==> src/hdl/ctbd_pkg.sv <==
// ----------------------------------------------------------------------------
// Capacitive touch baseline detector package
// Shared widths, codes, reset values, types and channel sequencing functions.
// ----------------------------------------------------------------------------
package ctbd_pkg;

	// Default values of the top-level parameters.
	localparam int CHANNELS_DEF       = 16;
	localparam int HISTORY_WEIGHT_DEF = 8;

	// Field widths.
	localparam int CHAN_W     = 4;
	localparam int CHAN_NUM   = 1 << CHAN_W;
	localparam int COUNT_W    = 16;
	localparam int LEVEL_W    = 8;
	localparam int REG_W      = 8;
	localparam int ACTION_W   = 2;
	localparam int CFG_IDX_W  = 2;
	localparam int GAIN_SHIFT = 5;

	// Action codes.
	localparam logic [ACTION_W-1:0] ACT_MEASURE   = 2'd0;
	localparam logic [ACTION_W-1:0] ACT_CALIBRATE = 2'd1;
	localparam logic [ACTION_W-1:0] ACT_ADVANCE   = 2'd2;

	// Configuration register indexes.
	localparam logic [CFG_IDX_W-1:0] REG_THRESHOLD = 2'd0;
	localparam logic [CFG_IDX_W-1:0] REG_GAIN      = 2'd1;

	// Reset values.
	localparam logic [REG_W-1:0]   THRESHOLD_RESET = 8'd80;
	localparam logic [REG_W-1:0]   GAIN_RESET      = 8'd32;
	localparam logic [COUNT_W-1:0] BASELINE_RESET  = 16'hFFFF;

	// Configuration register contents.
	typedef struct packed {
		logic [REG_W-1:0] threshold;
		logic [REG_W-1:0] gain;
	} cfg_t;

	// One input transaction held in the input register.
	typedef struct packed {
		logic [ACTION_W-1:0] action;
		logic [COUNT_W-1:0]  raw_count;
	} item_t;

	// Reflected Gray code of a step count.
	function automatic logic [CHAN_W-1:0] gray_code(input logic [CHAN_W-1:0] k);
		return k ^ (k >> 1);
	endfunction

	// Next step count whose Gray code is a channel below the channel count.
	function automatic logic [CHAN_W-1:0] gray_advance(input logic [CHAN_W-1:0] k,
			input logic [CHAN_W:0] channels);
		logic [CHAN_W-1:0] cand;
		logic [CHAN_W-1:0] pick;
		logic              found;
		pick  = k;
		found = 1'b0;
		for (int j = 1; j <= CHAN_NUM; j++) begin
			cand = k + CHAN_W'(j);
			if (!found && ({1'b0, gray_code(cand)} < channels)) begin
				pick  = cand;
				found = 1'b1;
			end
		end
		return pick;
	endfunction

endpackage

==> src/hdl/ctbd_cfg_regs.sv <==
// ----------------------------------------------------------------------------
// Configuration registers
// Holds the touch threshold and the level gain, written by index.
// ----------------------------------------------------------------------------
module ctbd_cfg_regs (
	input  logic                             clk,
	input  logic                             arst_n,
	input  logic                             wr_en,
	input  logic [ctbd_pkg::CFG_IDX_W-1:0]   wr_index,
	input  logic [ctbd_pkg::REG_W-1:0]       wr_data,
	output ctbd_pkg::cfg_t                   cfg
);

	ctbd_pkg::cfg_t cfg_q;

	// Register writes; indexes beyond the list are ignored.
	always_ff @(posedge clk or negedge arst_n) begin
		if (!arst_n) begin
			cfg_q.threshold <= ctbd_pkg::THRESHOLD_RESET;
			cfg_q.gain      <= ctbd_pkg::GAIN_RESET;
		end else if (wr_en) begin
			case (wr_index)
				ctbd_pkg::REG_THRESHOLD: cfg_q.threshold <= wr_data;
				ctbd_pkg::REG_GAIN:      cfg_q.gain      <= wr_data;
				default: ;
			endcase
		end
	end

	assign cfg = cfg_q;

endmodule

==> src/hdl/ctbd_chan_seq.sv <==
// ----------------------------------------------------------------------------
// Channel sequencer
// Steps the multiplexer channel through the reflected Gray sequence,
// skipping codes at or above the channel count.
// ----------------------------------------------------------------------------
module ctbd_chan_seq #(
	parameter int CHANNELS = ctbd_pkg::CHANNELS_DEF
) (
	input  logic                          clk,
	input  logic                          arst_n,
	input  logic                          step,
	input  logic                          advance,
	output logic [ctbd_pkg::CHAN_W-1:0]   chan_cur,
	output logic [ctbd_pkg::CHAN_W-1:0]   chan_next
);

	logic [ctbd_pkg::CHAN_W-1:0] step_q;
	logic [ctbd_pkg::CHAN_W-1:0] step_nxt;

	// All four bits of the step count are the Gray step counter.
	assign step_nxt  = ctbd_pkg::gray_advance(step_q, (ctbd_pkg::CHAN_W + 1)'(CHANNELS));
	assign chan_cur  = ctbd_pkg::gray_code(step_q);
	assign chan_next = advance ? ctbd_pkg::gray_code(step_nxt) : chan_cur;

	always_ff @(posedge clk or negedge arst_n) begin
		if (!arst_n) begin
			step_q <= '0;
		end else if (step && advance) begin
			step_q <= step_nxt;
		end
	end

endmodule

==> src/hdl/ctbd_baseline_unit.sv <==
// ----------------------------------------------------------------------------
// Baseline unit
// Per-channel baseline registers, level computation, touch decision and
// the weighted baseline update.
// ----------------------------------------------------------------------------
module ctbd_baseline_unit #(
	parameter int CHANNELS       = ctbd_pkg::CHANNELS_DEF,
	parameter int HISTORY_WEIGHT = ctbd_pkg::HISTORY_WEIGHT_DEF
) (
	input  logic                           clk,
	input  logic                           arst_n,
	input  logic                           step,
	input  ctbd_pkg::item_t                item,
	input  logic [ctbd_pkg::CHAN_W-1:0]    chan,
	input  ctbd_pkg::cfg_t                 cfg,
	output logic                           touched,
	output logic [ctbd_pkg::LEVEL_W-1:0]   level
);

	localparam int CH_W = (CHANNELS > 1) ? $clog2(CHANNELS) : 1;
	localparam int CW   = ctbd_pkg::COUNT_W;
	localparam int PL_W = CW + ctbd_pkg::REG_W;
	localparam int SC_W = PL_W - ctbd_pkg::GAIN_SHIFT;

	// Exact reciprocal for division by HISTORY_WEIGHT + 1 of a value below 2^DIV_N.
	localparam int DIV_D  = HISTORY_WEIGHT + 1;
	localparam int DIV_L  = $clog2(DIV_D);
	localparam int DIV_N  = CW + 1;
	localparam int DIV_S  = DIV_N + DIV_L;
	localparam int DIV_MW = DIV_N + 2;
	localparam int PROD_W = DIV_S + CW;
	localparam longint unsigned DIV_M =
		((64'd1 << DIV_S) + 64'(DIV_D) - 64'd1) / 64'(DIV_D);
	localparam logic [DIV_MW-1:0] DIV_RECIP = DIV_MW'(DIV_M);

	logic [CW-1:0]                  base_q [CHANNELS];
	logic [CW-1:0]                  base;
	logic [CW-1:0]                  raw;
	logic                           raw_ge;
	logic [CW-1:0]                  mag;
	logic [PL_W-1:0]                lvl_prod;
	logic [SC_W-1:0]                lvl_scaled;
	logic [ctbd_pkg::LEVEL_W-1:0]   lvl_sample;
	logic                           hit;
	logic [DIV_N-1:0]               div_num;
	logic [PROD_W-1:0]              div_prod;
	logic [CW-1:0]                  div_q;
	logic [CW-1:0]                  base_new;
	logic                           base_we;
	logic [CH_W-1:0]                idx;

	assign idx  = chan[CH_W-1:0];
	assign base = base_q[idx];
	assign raw  = item.raw_count;

	// Magnitude of the difference between count and baseline.
	assign raw_ge = (raw >= base);
	assign mag    = raw_ge ? (raw - base) : (base - raw);

	// Level: gain times the positive difference over 32, clamped to 255.
	assign lvl_prod   = PL_W'(mag) * PL_W'(cfg.gain);
	assign lvl_scaled = lvl_prod[PL_W-1:ctbd_pkg::GAIN_SHIFT];
	always_comb begin
		if (!raw_ge || (mag == '0)) begin
			lvl_sample = '0;
		end else if (|lvl_scaled[SC_W-1:ctbd_pkg::LEVEL_W]) begin
			lvl_sample = '1;
		end else begin
			lvl_sample = lvl_scaled[ctbd_pkg::LEVEL_W-1:0];
		end
	end
	assign hit = (lvl_sample > cfg.threshold);

	// The weighted mean equals the baseline moved by the difference over the
	// weight plus one, rounded down when rising and up when falling.
	assign div_num  = raw_ge ? DIV_N'(mag) : (DIV_N'(mag) + DIV_N'(DIV_D - 1));
	assign div_prod = PROD_W'(div_num) * PROD_W'(DIV_RECIP);
	assign div_q    = div_prod[DIV_S +: CW];
	assign base_new = raw_ge ? (base + div_q) : (base - div_q);

	// Result fields and baseline write enable per action.
	always_comb begin
		touched = 1'b0;
		level   = '0;
		base_we = 1'b0;
		case (item.action)
			ctbd_pkg::ACT_MEASURE: begin
				touched = hit;
				level   = lvl_sample;
				base_we = !hit;
			end
			ctbd_pkg::ACT_CALIBRATE: begin
				level   = lvl_sample;
				base_we = 1'b1;
			end
			default: ;
		endcase
	end

	// Baseline registers, all at full scale after reset.
	always_ff @(posedge clk or negedge arst_n) begin
		if (!arst_n) begin
			for (int i = 0; i < CHANNELS; i++) begin
				base_q[i] <= ctbd_pkg::BASELINE_RESET;
			end
		end else if (step && base_we) begin
			base_q[idx] <= base_new;
		end
	end

endmodule

==> src/hdl/capacitive_touch_baseline_detector.sv <==
// ----------------------------------------------------------------------------
// Capacitive touch baseline detector
// Capacitive touch baseline detector. Each input transaction carries one raw
// count for the currently selected channel and an action (measure, calibrate
// and advance, or advance only); each one yields exactly one result with the
// touch flag, the clamped level and the channel select after the action. A
// transaction enters the input register, and once the result register is free the
// level, touch decision, baseline update and channel step are done in one
// pass that loads the result register, so one transaction is taken every
// clock cycle while out_ready stays high. Throughput is set by the
// read-modify-write of the baseline register of the current channel. The
// input side keeps accepting while a result waits, and stalls only when
// both the input and result registers are full. Baselines come out of
// reset at full scale; no clearing pass is needed.
// Configuration writes are always accepted and should be issued while idle.
// ----------------------------------------------------------------------------
module capacitive_touch_baseline_detector #(
	parameter int CHANNELS       = ctbd_pkg::CHANNELS_DEF,
	parameter int HISTORY_WEIGHT = ctbd_pkg::HISTORY_WEIGHT_DEF
) (
	input  logic                             clk,
	input  logic                             arst_n,
	input  logic                             cfg_valid,
	output logic                             cfg_ready,
	input  logic [ctbd_pkg::CFG_IDX_W-1:0]   cfg_index,
	input  logic [ctbd_pkg::REG_W-1:0]       cfg_data,
	input  logic                             in_valid,
	output logic                             in_ready,
	input  logic [ctbd_pkg::ACTION_W-1:0]    action,
	input  logic [ctbd_pkg::COUNT_W-1:0]     raw_count,
	output logic                             out_valid,
	input  logic                             out_ready,
	output logic                             touched,
	output logic [ctbd_pkg::LEVEL_W-1:0]     level,
	output logic [ctbd_pkg::CHAN_W-1:0]      channel
);

	ctbd_pkg::cfg_t                 cfg;
	ctbd_pkg::item_t                item_s1;
	logic                           valid_s1;
	logic                           fire_s1;
	logic                           in_fire;
	logic                           advance;
	logic [ctbd_pkg::CHAN_W-1:0]    chan_cur;
	logic [ctbd_pkg::CHAN_W-1:0]    chan_next;
	logic                           hit;
	logic [ctbd_pkg::LEVEL_W-1:0]   lvl;
	logic                           out_valid_q;
	logic                           touched_q;
	logic [ctbd_pkg::LEVEL_W-1:0]   level_q;
	logic [ctbd_pkg::CHAN_W-1:0]    channel_q;

	// Configuration registers.
	assign cfg_ready = 1'b1;

	ctbd_cfg_regs u_cfg_regs (
		.clk      (clk),
		.arst_n   (arst_n),
		.wr_en    (cfg_valid && cfg_ready),
		.wr_index (cfg_index),
		.wr_data  (cfg_data),
		.cfg      (cfg)
	);

	// Handshake: the input register moves on when the result register is free.
	assign fire_s1  = valid_s1 && (!out_valid_q || out_ready);
	assign in_ready = !valid_s1 || fire_s1;
	assign in_fire  = in_valid && in_ready;

	// Input register.
	always_ff @(posedge clk or negedge arst_n) begin
		if (!arst_n) begin
			valid_s1 <= 1'b0;
		end else if (in_ready) begin
			valid_s1 <= in_valid;
		end
	end

	always_ff @(posedge clk) begin
		if (in_fire) begin
			item_s1.action    <= action;
			item_s1.raw_count <= raw_count;
		end
	end

	assign advance = (item_s1.action == ctbd_pkg::ACT_CALIBRATE) ||
		(item_s1.action == ctbd_pkg::ACT_ADVANCE);

	// Channel sequencer.
	ctbd_chan_seq #(
		.CHANNELS (CHANNELS)
	) u_chan_seq (
		.clk       (clk),
		.arst_n    (arst_n),
		.step      (fire_s1),
		.advance   (advance),
		.chan_cur  (chan_cur),
		.chan_next (chan_next)
	);

	// Baseline tracking and level computation.
	ctbd_baseline_unit #(
		.CHANNELS       (CHANNELS),
		.HISTORY_WEIGHT (HISTORY_WEIGHT)
	) u_baseline_unit (
		.clk     (clk),
		.arst_n  (arst_n),
		.step    (fire_s1),
		.item    (item_s1),
		.chan    (chan_cur),
		.cfg     (cfg),
		.touched (hit),
		.level   (lvl)
	);

	// Result register.
	always_ff @(posedge clk or negedge arst_n) begin
		if (!arst_n) begin
			out_valid_q <= 1'b0;
		end else if (fire_s1) begin
			out_valid_q <= 1'b1;
		end else if (out_ready) begin
			out_valid_q <= 1'b0;
		end
	end

	always_ff @(posedge clk) begin
		if (fire_s1) begin
			touched_q <= hit;
			level_q   <= lvl;
			channel_q <= chan_next;
		end
	end

	assign out_valid = out_valid_q;
	assign touched   = touched_q;
	assign level     = level_q;
	assign channel   = channel_q;

`ifndef NO_ASSERTIONS
	// A transaction leaving the input register always lands in the result register.
	a_fire_loads_result: assert property (@(posedge clk) disable iff (!arst_n)
		fire_s1 |=> out_valid_q)
		else $error("result register not loaded after input register moved");

	// An accepted transaction is held in the input register next cycle.
	a_accept_fills_s1: assert property (@(posedge clk) disable iff (!arst_n)
		in_fire |=> valid_s1)
		else $error("accepted transaction missing from input register");

	// A full, stalled input register blocks new transactions.
	a_stall_blocks_input: assert property (@(posedge clk) disable iff (!arst_n)
		(valid_s1 && out_valid_q && !out_ready) |-> !in_ready)
		else $error("input accepted while pipeline is stalled");

	// A touch always comes with a nonzero level.
	a_touch_has_level: assert property (@(posedge clk) disable iff (!arst_n)
		(out_valid_q && touched_q) |-> (level_q != '0))
		else $error("touch reported with zero level");

	// The reported channel is always within the channel count.
	a_channel_in_range: assert property (@(posedge clk) disable iff (!arst_n)
		out_valid_q |-> ({1'b0, channel_q} < (ctbd_pkg::CHAN_W + 1)'(CHANNELS)))
		else $error("channel select out of range");
`endif

endmodule
==> config.mk <==
export PLATFORM = sky130hd
export DESIGN_NAME = capacitive_touch_baseline_detector
export DESIGN_NICKNAME = d
export VERILOG_FILES = /design/src/hdl/ctbd_pkg.sv /design/src/hdl/ctbd_cfg_regs.sv /design/src/hdl/ctbd_chan_seq.sv /design/src/hdl/ctbd_baseline_unit.sv /design/src/hdl/capacitive_touch_baseline_detector.sv
export SDC_FILE = /design/constraint.sdc
export NUM_CORES = 1
export LEC_CHECK = 0
export ABC_AREA = 1
export BUFFER_PORTS_ARGS = -buffer_cell sky130_fd_sc_hd__buf_2
export CAP_MARGIN = 15
export CORE_MARGIN = 10
export CORE_UTILIZATION = 60
export DETAILED_ROUTE_END_ITERATION = 10
export GPL_TIMING_DRIVEN = 0
export PLACE_DENSITY_LB_ADDON = 0.05
export RECOVER_POWER = 100
export REMOVE_ABC_BUFFERS = 1
export SETUP_SLACK_MARGIN = 0.02
export SYNTH_ARGS = -nofsm -noshare
export SYNTH_HDL_FRONTEND = slang
export SYNTH_SLANG_ARGS = --single-unit
==> constraint.sdc <==
create_clock -name clk -period 33.3 [get_ports clk]
set_input_delay 6.66 -clock clk [delete_from_list [all_inputs] [get_ports clk]]
set_output_delay 6.66 -clock clk [all_outputs]
set_load 0.1 [all_outputs]
==> impl_metrics.ini <==
[grt]
grt_pass1_vias = 21600
grt_usage_pct = 26.3
grt_antenna_before_repair = 0
grt_max_degree = 110
grt-ovfl-total = 0
grt_pass1_wl_um = 113000

[layout]
nNetsFinal = 3676
diodes = 0
fill_cells = 3892
layout-drive-gt1-share_pct = 12.2
syn_to_final_growth_pct = 6.11

[die]
coreArea_um2 = 43000
ioPinCount = 49
dieWidth_um = 228
die_h_um = 228
rows = 76
start_util_pct = 60.5
dieArea_um2 = 52100

[cts]
postCtsSetupRepairBufs = 0
cts_buffer_depth = 3
clk_pin_slew_ns = 0.06
post_cts_resized = 0
root_buffer = clkbuf_16
cts_buffers = 30
cts_hold_buf = 0
htree_levels = 1
cts_tree = built
cts.sinks = 309
insertion_delay_ns = 0.57

[timing]
tns_ns = 0
slew_headroom_pct = -269
tightest_slew_ns = 5.54
min_period_over_period_pct = 59.2
max_freq_ghz = 0.0507
setup_viol = 0
slew_viol_final = 351
hold_viol = 0
min_period_ns = 19.70
rsz0062_at_grt = no
fin_skew_ns = 0.0144

[route]
drtIter0Drc = 1602
ant_nets = 0
vias = 21600
wl_met1_um = 29200
wl_met3_um = 3480
dr.pass1.iters = 5
highest_layer = met4
drcViolationCount = 0
wirelength_um = 69800
drt-wirelength-per-cell_um = 18.1
routed_via_density = 5.61
wl_met2_um = 35300

[critical_path]
ff2ff_path_depth = 69
cp_max_fo = 29
max_stage_delay_ns = 1.33
cp-end-kind = flop
cpMostUsedCell = nand2_1
crit_slowest_cell = clkinvlp_2
worst-setup-path-type = flop to flop
crit_arrival_ns = 20.21
startpoint_type = flop
worstPathRequired_ns = 33.80

[place]
port_buffers = 47
gp_congestion = 0.974
hpwl_um = 54000

[job]
drv_cap = 7

[synth]
postSynthCellCount = 3256
ys_seq_area_share_pct = 31.6
ys_ff_latch = 309
synthArstFlopShare_pct = 90.0
synthFlopType = dfstp_2
syn-cell-area_um2 = 26000
synth_area_per_cell_um2 = 7.99
synth-edff-count = 31
synth_warnings = 0
yosys.cell_types.count = 60

[run_status]
outcome = complete, but fails checks
violations = capacitance limit, slew limit

[min_path]
hold_depth = 2
hp-class = flop to flop
cell usage after synthesis, types with 5 or more instances:
cell type	count	share of area [%]
nand2_1	845	12
inv_1	539	7.8
dfstp_2	259	26
nor2_1	236	3.4
ha_1	235	11
o21ai_0	225	4.3
fa_1	167	13
a21oi_1	124	2.4
clkbuf_1	90	1.3
o22ai_1	88	2.1
nand3_1	64	1.2
xor2_1	47	1.6
edfxtp_1	31	3.6
nand4_1	23	0.55
o211ai_1	23	0.66
nand2_2	21	0.51
xnor2_1	21	0.71
dfrtp_1	19	1.8
nor3_1	19	0.37
buf_2	18	0.35
a21o_1	13	0.38
a31oi_1	12	0.29
clkinv_1	11	0.16
o2111ai_1	10	0.34
o311ai_0	10	0.34
o31ai_1	10	0.29
inv_2	8	0.12
a221oi_1	7	0.24
o21bai_1	7	0.20
nor4_1	6	0.14
nand3_2	5	0.19
o21ai_1	5	0.096
o41ai_1	5	0.17
per-stage QoR:
stage / util [%] / instance area, µm² / hold WS [ns] / setup slack, ns / std cells
floorplan: - / 25500 / 0.444 / 19.17 / 3142
global placement: 61.6 / 26500 / 0.449 / 15.54 / 3774
detailed placement: 62.4 / 26800 / 0.454 / 15.59 / 3792
CTS: 64.7 / 27800 / 0.464 / 15.57 / 3847
global route: 64.2 / 27600 / 0.476 / 12.29 / 3849
finish: 64.2 / 27600 / 0.463 / 13.60 / 3849
critical path: cells and delay by family (launching register included):
family                   cells  cell delay (ns)
flip-flops                   1             1.00
AO/OA/AOI/OAI                9             2.82
buffers and inverters       15             4.40
adder cells (fa/ha/maj)     12             5.59
XOR/XNOR                     3             0.67
AND/OR/NAND/NOR             30             5.02
layer usage:
metal / global-route usage (%) / vias up
li1: - / 10300
met1: 33.7 / 10500
met5: 0 / -
met3: 2.17 / 125
met2: 46.8 / 656
met4: 7.83 / 0
sequential cells by signal, indices dropped and copies added, names as in the netlist:
| signal | flops |
|---|---|
| u_baseline_unit.base_q | 256 |
| item_s1 | 18 |
| u_cfg_regs.cfg | 16 |
| level | 8 |
| channel | 4 |
| u_chan_seq.step_q | 4 |
| out_valid | 1 |
| touched | 1 |
| valid_s1 | 1 |
cell usage in the layout, fill, tap and decap left out, types with 5 or more instances in the layout:
cell type,synthesis,final
edfxtp_1,31,31
buf_2,18,22
nand2_1,845,846
o41ai_1,5,5
dfrtp_1,19,19
clkbuf_8,0,5
nor2_2,3,5
xor2_2,4,5
o21bai_1,7,7
nand3_1,64,65
inv_1,539,538
nor4_1,6,6
o21ai_0,225,227
nor3_1,19,19
nor2_1,236,234
nand4_1,23,23
a21o_1,13,13
a221oi_1,7,7
a21oi_1,124,124
o2111ai_1,10,10
clkbuf_16,0,31
clkbuf_1,90,49
a31oi_1,12,12
o31ai_1,10,10
fa_1,167,167
o22ai_1,88,88
o211ai_1,23,23
ha_1,235,235
xor2_1,47,46
xnor2_1,21,21
inv_2,8,9
clkinv_2,0,5
nand2_2,21,21
o311ai_0,10,10
dfstp_2,259,259
clkinv_1,11,9
path summary, 6_finish.rpt:
| kind | from | end | slack (ns) |
|---|---|---|---|
| setup / recovery | u_chan_seq.step_q[3]$_DFFE_PN0P_ | u_baseline_unit.base_q[223]$_DFFE_PN1P_ | 13.60 |
| hold / removal | u_baseline_unit.base_q[147]$_DFFE_PN1P_ | u_baseline_unit.base_q[147]$_DFFE_PN1P_ | 0.46 |
| setup reg to reg | u_chan_seq.step_q[3]$_DFFE_PN0P_ | u_baseline_unit.base_q[223]$_DFFE_PN1P_ | 13.60 |
| hold reg to reg | u_baseline_unit.base_q[147]$_DFFE_PN1P_ | u_baseline_unit.base_q[147]$_DFFE_PN1P_ | 0.46 |
| max in group asynchronous | arst_n | u_baseline_unit.base_q[212]$_DFFE_PN1P_ | 16.85 |
| min in group asynchronous | arst_n | u_cfg_regs.cfg[8]$_DFFE_PN0P_ | 7.48 |
area by class of cell:
cell class                      instances  area (µm²)  share of cell area (%)
Tap cell                              585         732                    2.65
Sequential cell                       309        8210                    29.8
Clock inverter                          8        97.6                   0.354
Inverter                              559        2100                    7.62
Clock buffer                           47         886                    3.21
Multi-Input combinational cell       2274       15200                    55.1
Timing Repair Buffer                   67         364                    1.32
cell families (layout without fill, tap and decap cells):
kind of cell | Yosys count | after routing | share of synthesized area (%)
AO/OA/AOI/OAI | 561 | 561 | 12.6
multiplexers | 1 | 1 | 0.0385
XOR/XNOR | 72 | 72 | 2.54
AND/OR/NAND/NOR | 1237 | 1237 | 19.2
flip-flops | 309 | 309 | 31.6
buffers and inverters | 673 | 681 | 9.93
other | 1 | 1 | 0.0144
adder cells (fa/ha/maj) | 402 | 402 | 24.2
Power is left out: the tool's default activity adds up to more than one toggle a clock period on the data nets, which glitch-free logic cannot reach.
